===== config.mk =====
export PLATFORM = sky130hd
export DESIGN_NAME = radix_string_to_int
export DESIGN_NICKNAME = d
export VERILOG_FILES = /design/src/rtl/core/rsti_pkg.sv /design/src/rtl/core/rsti_alphabet.sv /design/src/rtl/core/radix_string_to_int.sv
export SDC_FILE = /design/constraint.sdc
export NUM_CORES = 2
export LEC_CHECK = 0
export BUFFER_PORTS_ARGS = -buffer_cell sky130_fd_sc_hd__buf_2
export CAP_MARGIN = 10
export CORE_MARGIN = 2
export CORE_UTILIZATION = 55
export CTS_CLUSTER_SIZE = 16
export DETAILED_ROUTE_END_ITERATION = 10
export GPL_TIMING_DRIVEN = 0
export PLACE_DENSITY = 0.74
export SYNTH_ARGS = -nofsm -noshare
export SYNTH_HDL_FRONTEND = slang
export SYNTH_SLANG_ARGS = --single-unit
export TNS_END_PERCENT = 50

===== constraint.sdc =====
create_clock -name i_clk -period 13.3 [get_ports i_clk]
set_input_delay 2.66 -clock i_clk [delete_from_list [all_inputs] [get_ports i_clk]]
set_output_delay 2.66 -clock i_clk [all_outputs]
set_load 0.03 [all_outputs]

===== src/rtl/core/rsti_pkg.sv =====
package rsti_pkg;

    // Result word and alphabet sizing
    localparam int VALUE_W       = 32;
    localparam int MAX_BASE      = 16;
    localparam int STORE_SYMBOLS = 16;
    localparam int RADIX_CAP     = (MAX_BASE < STORE_SYMBOLS) ? MAX_BASE : STORE_SYMBOLS;
    localparam int RADIX_W       = $clog2(RADIX_CAP + 1);
    localparam int DIGIT_W       = $clog2(STORE_SYMBOLS);
    localparam int SYM_W         = 8;
    localparam int BASE_LEN_W    = 5;

    // Configuration port
    localparam int CFG_INDEX_W = 2;
    localparam int CFG_DATA_W  = 64;

    // Character codes
    localparam logic [SYM_W-1:0] CH_NUL   = 8'd0;
    localparam logic [SYM_W-1:0] CH_TAB   = 8'd9;
    localparam logic [SYM_W-1:0] CH_CR    = 8'd13;
    localparam logic [SYM_W-1:0] CH_SPACE = 8'd32;
    localparam logic [SYM_W-1:0] CH_PLUS  = 8'h2B;
    localparam logic [SYM_W-1:0] CH_MINUS = 8'h2D;
    localparam logic [SYM_W-1:0] SYM_MIN  = 8'd33;
    localparam logic [SYM_W-1:0] SYM_MAX  = 8'd126;

    typedef enum logic [1:0] {
        PH_SPACE,
        PH_SIGN,
        PH_DIGIT,
        PH_DONE
    } t_phase;

    typedef enum logic [CFG_INDEX_W-1:0] {
        CFG_DIGITS_LOW,
        CFG_DIGITS_HIGH,
        CFG_BASE_LEN
    } t_cfg_index;

    // Digit lookup result for one byte
    typedef struct packed {
        logic               hit;
        logic [DIGIT_W-1:0] value;
    } t_digit_info;

endpackage


===== src/rtl/core/rsti_alphabet.sv =====
module rsti_alphabet
    import rsti_pkg::*;
(
    input  logic                  i_clk,
    input  logic                  i_rst_n,
    input  logic [CFG_DATA_W-1:0] i_digits_low,
    input  logic [CFG_DATA_W-1:0] i_digits_high,
    input  logic [BASE_LEN_W-1:0] i_base_len,
    input  logic [SYM_W-1:0]      i_ch,
    output t_digit_info           o_digit,
    output logic [RADIX_W-1:0]    o_radix,
    output logic                  o_base_ok
);

    logic [2*CFG_DATA_W-1:0] w_word;
    logic [SYM_W-1:0]        w_sym [STORE_SYMBOLS];
    logic [RADIX_W-1:0]      w_radix;
    logic                    n_base_ok;
    logic                    r_base_ok;

    assign w_word = {i_digits_high, i_digits_low};

    always_comb begin
        for (int i = 0; i < STORE_SYMBOLS; i++) begin
            w_sym[i] = w_word[i*SYM_W +: SYM_W];
        end
    end

    // Radix is the symbol count, clipped to the store size
    always_comb begin
        if (i_base_len > BASE_LEN_W'(RADIX_CAP)) begin
            w_radix = RADIX_W'(RADIX_CAP);
        end else begin
            w_radix = RADIX_W'(i_base_len);
        end
    end

    assign o_radix = w_radix;

    // Digit lookup: lowest matching position wins, NUL never matches
    always_comb begin
        o_digit = '0;
        for (int i = STORE_SYMBOLS - 1; i >= 0; i--) begin
            if (RADIX_W'(i) < w_radix && w_sym[i] == i_ch) begin
                o_digit.hit   = 1'b1;
                o_digit.value = DIGIT_W'(i);
            end
        end
        if (i_ch == CH_NUL) begin
            o_digit.hit = 1'b0;
        end
    end

    // Alphabet check: size, printable range, no sign chars, no duplicates
    always_comb begin
        n_base_ok = (w_radix >= RADIX_W'(2));
        for (int i = 0; i < STORE_SYMBOLS; i++) begin
            if (RADIX_W'(i) < w_radix) begin
                if (w_sym[i] < SYM_MIN || w_sym[i] > SYM_MAX ||
                    w_sym[i] == CH_PLUS || w_sym[i] == CH_MINUS) begin
                    n_base_ok = 1'b0;
                end
                for (int j = i + 1; j < STORE_SYMBOLS; j++) begin
                    if (RADIX_W'(j) < w_radix && w_sym[j] == w_sym[i]) begin
                        n_base_ok = 1'b0;
                    end
                end
            end
        end
    end

    // Registered; config must only change while idle, which the block does not enforce
    always_ff @(posedge i_clk) begin
        if (!i_rst_n) begin
            r_base_ok <= 1'b0;
        end else begin
            r_base_ok <= n_base_ok;
        end
    end

    assign o_base_ok = r_base_ok;

endmodule


===== src/rtl/core/radix_string_to_int.sv =====
// Each byte is accepted into the input register and parsed from there; a byte marked
// last waits while the result register is held, and its result is then registered.
// Throughput: one byte per cycle, set by the single accumulator multiply-add per byte,
// while no last byte waits. Reset: synchronous, active low; clears the parser, the
// pipeline valids and all configuration registers at once.
module radix_string_to_int
    import rsti_pkg::*;
(
    input  logic                        i_clk,
    input  logic                        i_rst_n,
    // byte stream
    input  logic                        i_in_valid,
    output logic                        o_in_stall,
    input  logic [SYM_W-1:0]            i_ch,
    input  logic                        i_last,
    // results
    output logic                        o_out_valid,
    input  logic                        i_out_stall,
    output logic signed [VALUE_W-1:0]   o_value,
    output logic                        o_base_ok,
    // configuration writes
    input  logic                        i_cfg_valid,
    output logic                        o_cfg_ready,
    input  logic [CFG_INDEX_W-1:0]      i_cfg_index,
    input  logic [CFG_DATA_W-1:0]       i_cfg_data
);

    // Configuration registers
    logic [CFG_DATA_W-1:0] r_digits_low;
    logic [CFG_DATA_W-1:0] r_digits_high;
    logic [BASE_LEN_W-1:0] r_base_len;

    // Input stage
    logic             r_in_vld;
    logic [SYM_W-1:0] r_ch;
    logic             r_last;

    // Parser state
    t_phase             r_phase;
    t_phase             n_phase;
    logic               r_neg;
    logic               n_neg;
    logic [VALUE_W-1:0] r_acc;
    logic [VALUE_W-1:0] n_acc;

    // Output stage
    logic               r_out_vld;
    logic [VALUE_W-1:0] r_value;
    logic               r_base_ok_out;

    logic               w_accept;
    logic               w_go;
    logic               w_out_free;
    logic               w_space;
    logic [VALUE_W-1:0] w_mac;
    logic [VALUE_W-1:0] w_result;
    t_digit_info        w_digit;
    logic [RADIX_W-1:0] w_radix;
    logic               w_base_ok;
    t_phase             w_phase;

    assign o_cfg_ready = 1'b1;

    // Configuration write transaction
    always_ff @(posedge i_clk) begin
        if (!i_rst_n) begin
            r_digits_low  <= '0;
            r_digits_high <= '0;
            r_base_len    <= '0;
        end else if (i_cfg_valid && o_cfg_ready) begin
            case (i_cfg_index)
                CFG_DIGITS_LOW:  r_digits_low  <= i_cfg_data;
                CFG_DIGITS_HIGH: r_digits_high <= i_cfg_data;
                CFG_BASE_LEN:    r_base_len    <= i_cfg_data[BASE_LEN_W-1:0];
                default: ;
            endcase
        end
    end

    rsti_alphabet u_alphabet (
        .i_clk         (i_clk),
        .i_rst_n       (i_rst_n),
        .i_digits_low  (r_digits_low),
        .i_digits_high (r_digits_high),
        .i_base_len    (r_base_len),
        .i_ch          (r_ch),
        .o_digit       (w_digit),
        .o_radix       (w_radix),
        .o_base_ok     (w_base_ok)
    );

    // Flow control: a last byte waits only if the result register is held
    assign w_out_free = !r_out_vld || !i_out_stall;
    assign w_go       = r_in_vld && (!r_last || w_out_free);
    assign o_in_stall = r_in_vld && !w_go;
    assign w_accept   = i_in_valid && !o_in_stall;

    always_ff @(posedge i_clk) begin
        if (!i_rst_n) begin
            r_in_vld <= 1'b0;
        end else if (w_accept) begin
            r_in_vld <= 1'b1;
        end else if (w_go) begin
            r_in_vld <= 1'b0;
        end
    end

    always_ff @(posedge i_clk) begin
        if (w_accept) begin
            r_ch   <= i_ch;
            r_last <= i_last;
        end
    end

    // One parse step on the registered byte
    assign w_space = (r_ch == CH_SPACE) || (r_ch >= CH_TAB && r_ch <= CH_CR);
    assign w_mac   = r_acc * VALUE_W'(w_radix) + VALUE_W'(w_digit.value);

    always_comb begin
        w_phase = r_phase;
        n_neg   = r_neg;
        n_acc   = r_acc;
        if (w_phase == PH_SPACE && !w_space) begin
            w_phase = PH_SIGN;
        end
        if (w_phase == PH_SIGN) begin
            if (r_ch == CH_MINUS) begin
                n_neg = !r_neg;
            end else if (r_ch != CH_PLUS) begin
                w_phase = PH_DIGIT;
            end
        end
        if (w_phase == PH_DIGIT) begin
            if (w_digit.hit) begin
                n_acc = w_mac;
            end else begin
                w_phase = PH_DONE;
            end
        end
        n_phase  = w_phase;
        w_result = n_neg ? (~n_acc + VALUE_W'(1)) : n_acc;
    end

    // Parser state; rearms after the last byte
    always_ff @(posedge i_clk) begin
        if (!i_rst_n) begin
            r_phase <= PH_SPACE;
            r_neg   <= 1'b0;
            r_acc   <= '0;
        end else if (w_go) begin
            if (r_last) begin
                r_phase <= PH_SPACE;
                r_neg   <= 1'b0;
                r_acc   <= '0;
            end else begin
                r_phase <= n_phase;
                r_neg   <= n_neg;
                r_acc   <= n_acc;
            end
        end
    end

    // Result register
    always_ff @(posedge i_clk) begin
        if (!i_rst_n) begin
            r_out_vld <= 1'b0;
        end else if (w_go && r_last) begin
            r_out_vld <= 1'b1;
        end else if (!i_out_stall) begin
            r_out_vld <= 1'b0;
        end
    end

    always_ff @(posedge i_clk) begin
        if (w_go && r_last) begin
            r_value       <= w_result;
            r_base_ok_out <= w_base_ok;
        end
    end

    assign o_out_valid = r_out_vld;
    assign o_value     = r_value;
    assign o_base_ok   = r_base_ok_out;

endmodule


==> impl_metrics.ini <==
[clock_tree]
clk_pin_slew_worst_paths_ns = 0.06
hold_fix_buffer_count_after_cts = 0
cts.sinks = 213
clock_tree.htree_level_count = 1
cts_root_buf = sky130_fd_sc_hd__clkbuf_16
worst_skew_pair.late_latency_ns = 0.60
cts_made_buffers = 26
cts_resized = 0
tritoncts = done
cts_max_path_buffers = 3
post-cts-setup-buffers = 0

[grt]
grt_antenna_before_repair = 8
global_route.usage.total_pct = 55.6
grt_max_degree = 34
vias_in_the_first_global_route = 28985
globalRouteOverflowTotal = 0
grt_pass1_wl_um = 213000

[job]
max_cap_violations = 3

[worst_hold_path]
hold_path_startpoint = u_alphabet.o_base_ok
min_delay_path_depth = 0
hp-class = flop to flop

[drt]
wl_met2_um = 60500
drt-met1-wl_um = 51300
drt_iter0_markers = 4834
routed-wl-met3_um = 23000
first_pass_iters = 9
drtAntennaViolNets = 0
route.detailed.wl_per_inst_um = 33.5
top_layer = met5
vias = 31031
detail_route.vias_per_cell = 6.82
drcViolationCount = 0
final_wirelength_um = 153000

[yosys]
syn-num-nets = 3903
synth_async_sr_flop_share_pct = 0
syn-cell-area_um2 = 28800
yosys.area.top_type_share_pct = 18.6
synth_seq_area_share_pct = 16.2
syn_avg_cell_area_um2 = 7.85
synthFlopType = sky130_fd_sc_hd__dfxtp_1
syn_inst = 3674
synth.area.top_cells = sky130_fd_sc_hd__xnor2_1 (19%), sky130_fd_sc_hd__xor2_1 (16%), sky130_fd_sc_hd__dfxtp_1 (12%), sky130_fd_sc_hd__fa_1 (6.0%), sky130_fd_sc_hd__nand2_1 (5.9%)
synth_register_bits = 213
synthDistinctLibCells = 87
number_of_warning_messages_in_the_yosys_log = 0
synth-edff-count = 42
synthDominantAreaCellType = sky130_fd_sc_hd__xnor2_1

[worst_setup_path]
timing.critical_path.to_type = flop
cp.arrival_ns = 11.21
r2r-start = r_base_len[4]
critical_path_required_ns = 13.61
setup.worst_path.start_class = flop
cp-endpoint = o_value[26]
r2r_end = o_value[26]
ff2ff_path_depth = 23
ff_to_ff_setup_slack_ns = 2.40
setup.worst_path.class = flop to flop
critical_path.max_fanout = 10
cp-startpoint = r_base_len[4]

[floorplan]
rows = 83
die-height_um = 233
chipWidth_um = 233
die-area_um2 = 54300
pin_count = 116
design.core.area_um2 = 51600
initial_core_util_pct = 55.9

[run_status]
outcome = complete, but fails checks
failed_checks = capacitance limit, slew limit

[placement]
portBuffers = 113
place_congestion = 1.13
numPlacedInstances = 4482
hpwlAfterDp_um = 109000

[power]
power_density_over_the_cells_nw_per_um2 = 66.2
static-leakage-power_uw = 0.0137
vdd_drop_max_mv = 0.0988

[cells_and_area]
most-common-layout-cells = sky130_fd_sc_hd__xnor2_1 (612), sky130_fd_sc_hd__xor2_1 (520), sky130_fd_sc_hd__nand2_1 (452), sky130_fd_sc_hd__buf_2 (180), sky130_fd_sc_hd__dfxtp_1 (171)
ratio_of_cells_with_drive_above_1_in_the_final_layout_pct = 7.84
layout-area-overhead-vs-synth_pct = 9.67
fin_cells = 4551
layout.cells.most_common = sky130_fd_sc_hd__xnor2_1
nNetsFinal = 4072
num-fill-cells = 4823

[timing]
maxSlewHeadroom_pct = -3.58
layout_worst_path_cycle_share_pct = 82.0
grt_setup_unrepaired = no
final.setup.tns_ns = 0
finalHoldViolations = 0
min_period_ns = 10.90
worst-slew-pin-transition_ns = 1.55
timing.fmax_ghz = 0.0917
setup-violations-final = 0
clock_skew_ns = 0.0214
drv_slew = 22
-- cell type report --
class,instances,area (um2),area share [%]
Antenna cell,8,20.0,0.0633
Buffer,384,1680,5.31
Clock buffer,35,758,2.40
Clock inverter,13,111,0.352
Inverter,92,345,1.09
Multi-Input combinational cell,2985,22200,70.0
Sequential cell,213,4680,14.8
Tap cell,680,851,2.69
Timing Repair Buffer,141,1030,3.26
-- synth_stat cells (5+ instances only) --
library cell / count
sky130_fd_sc_hd__a211oi_1: 11
sky130_fd_sc_hd__a21boi_0: 136
sky130_fd_sc_hd__a21o_1: 20
sky130_fd_sc_hd__a21oi_1: 86
sky130_fd_sc_hd__a22oi_1: 9
sky130_fd_sc_hd__a311oi_1: 7
sky130_fd_sc_hd__a31oi_1: 46
sky130_fd_sc_hd__a32oi_1: 7
sky130_fd_sc_hd__and2_1: 89
sky130_fd_sc_hd__and3_1: 11
sky130_fd_sc_hd__buf_1: 169
sky130_fd_sc_hd__buf_2: 67
sky130_fd_sc_hd__buf_4: 12
sky130_fd_sc_hd__buf_6: 14
sky130_fd_sc_hd__clkbuf_1: 119
sky130_fd_sc_hd__dfxtp_1: 171
sky130_fd_sc_hd__edfxtp_1: 42
sky130_fd_sc_hd__fa_1: 86
sky130_fd_sc_hd__ha_1: 63
sky130_fd_sc_hd__inv_1: 92
sky130_fd_sc_hd__mux2i_1: 28
sky130_fd_sc_hd__nand2_1: 452
sky130_fd_sc_hd__nand2b_1: 11
sky130_fd_sc_hd__nand3_1: 53
sky130_fd_sc_hd__nand4_1: 160
sky130_fd_sc_hd__nor2_1: 93
sky130_fd_sc_hd__nor2b_1: 29
sky130_fd_sc_hd__nor3_1: 83
sky130_fd_sc_hd__nor3b_1: 5
sky130_fd_sc_hd__nor4_1: 139
sky130_fd_sc_hd__nor4b_1: 9
sky130_fd_sc_hd__o21a_1: 9
sky130_fd_sc_hd__o21ai_0: 67
sky130_fd_sc_hd__o21ai_1: 6
sky130_fd_sc_hd__o31ai_1: 21
sky130_fd_sc_hd__o41ai_1: 6
sky130_fd_sc_hd__or3_1: 12
sky130_fd_sc_hd__or4_1: 7
sky130_fd_sc_hd__xnor2_1: 612
sky130_fd_sc_hd__xor2_1: 520
-- registers in the layout, indices dropped and copies added (netlist names) --
register and cells:
r_ch 8, r_last 1, r_base_len 5, r_digits_low 64
r_neg 1, r_phase 2, r_in_vld 1, o_base_ok 1
u_alphabet.o_base_ok 1, o_out_valid 1, o_value 32, r_digits_high 64
r_acc 32
-- worst max-delay path: stages, from the launching register on --
cell,delay [ns]
sky130_fd_sc_hd__dfxtp_1,0.35
sky130_fd_sc_hd__buf_4,0.24
sky130_fd_sc_hd__clkbuf_1,0.65
sky130_fd_sc_hd__clkbuf_1,0.93
sky130_fd_sc_hd__buf_1,1.06
sky130_fd_sc_hd__clkbuf_1,0.67
sky130_fd_sc_hd__buf_1,0.64
sky130_fd_sc_hd__nand2_1,0.17
sky130_fd_sc_hd__fa_1,0.57
sky130_fd_sc_hd__inv_1,0.05
sky130_fd_sc_hd__fa_1,0.57
sky130_fd_sc_hd__fa_1,0.50
sky130_fd_sc_hd__ha_1,0.30
sky130_fd_sc_hd__clkbuf_1,0.30
sky130_fd_sc_hd__nand2_1,0.16
sky130_fd_sc_hd__o31ai_1,0.85
sky130_fd_sc_hd__a21oi_1,0.29
sky130_fd_sc_hd__nand4_1,0.16
sky130_fd_sc_hd__o311ai_0,0.37
sky130_fd_sc_hd__nand4b_1,0.44
sky130_fd_sc_hd__o31ai_2,0.52
sky130_fd_sc_hd__o211ai_1,0.34
sky130_fd_sc_hd__o21ai_0,0.32
sky130_fd_sc_hd__xor2_1,0.13
-- cells by family after synthesis --
kind of cell	Yosys count	share of synthesized area, %
fa+ha+maj	149	8.70
other cells	1	0.0130
flops	213	16.2
buf+inv	476	7.02
mux	30	1.05
simple gates	1181	20.7
compound gates	492	11.9
xor+xnor	1132	34.4
-- power breakdown --
| part | switching (uW) | total, uW | internal (uW) |
|---|---|---|---|
| sequential | 14.5 | 690 | 675 |
| combinational | 438 | 665 | 227 |
| clock | 319 | 739 | 420 |
-- worst min-delay path by stage --
| stage | end | slack (ns) |
|---|---|---|
| 5_1_grt | o_base_ok | 0.42 |
| 6_report | o_base_ok | 0.41 |
| 2_1_floorplan | o_base_ok | 0.39 |
| 3_3_place_gp | o_base_ok | 0.40 |
| 4_1_cts | o_base_ok | 0.40 |
| 3_5_place_dp | o_base_ok | 0.39 |
-- routing by layer --
layer | GRT usage [%] | vias up
li1 | - | 12681
met1 | 61.8 | 14554
met2 | 78.6 | 2789
met3 | 25.7 | 999
met4 | 50.2 | 8
met5 | 1.29 | -
-- metrics by stage --
stage	hold slack, ns	util, %	total power (uW)	area [um2]	worst slack (ns)
global placement	0.397	58.6	1310	30300	3.11
floorplan	0.386	-	1100	28800	6.76
detailed placement	0.389	59.2	1310	30500	3.12
finish	0.406	61.3	2090	31600	2.40
CTS	0.403	60.8	2040	31400	3.07
global route	0.422	61.2	2120	31600	2.42
No activity file was read; power rests on OpenSTA's default activity.
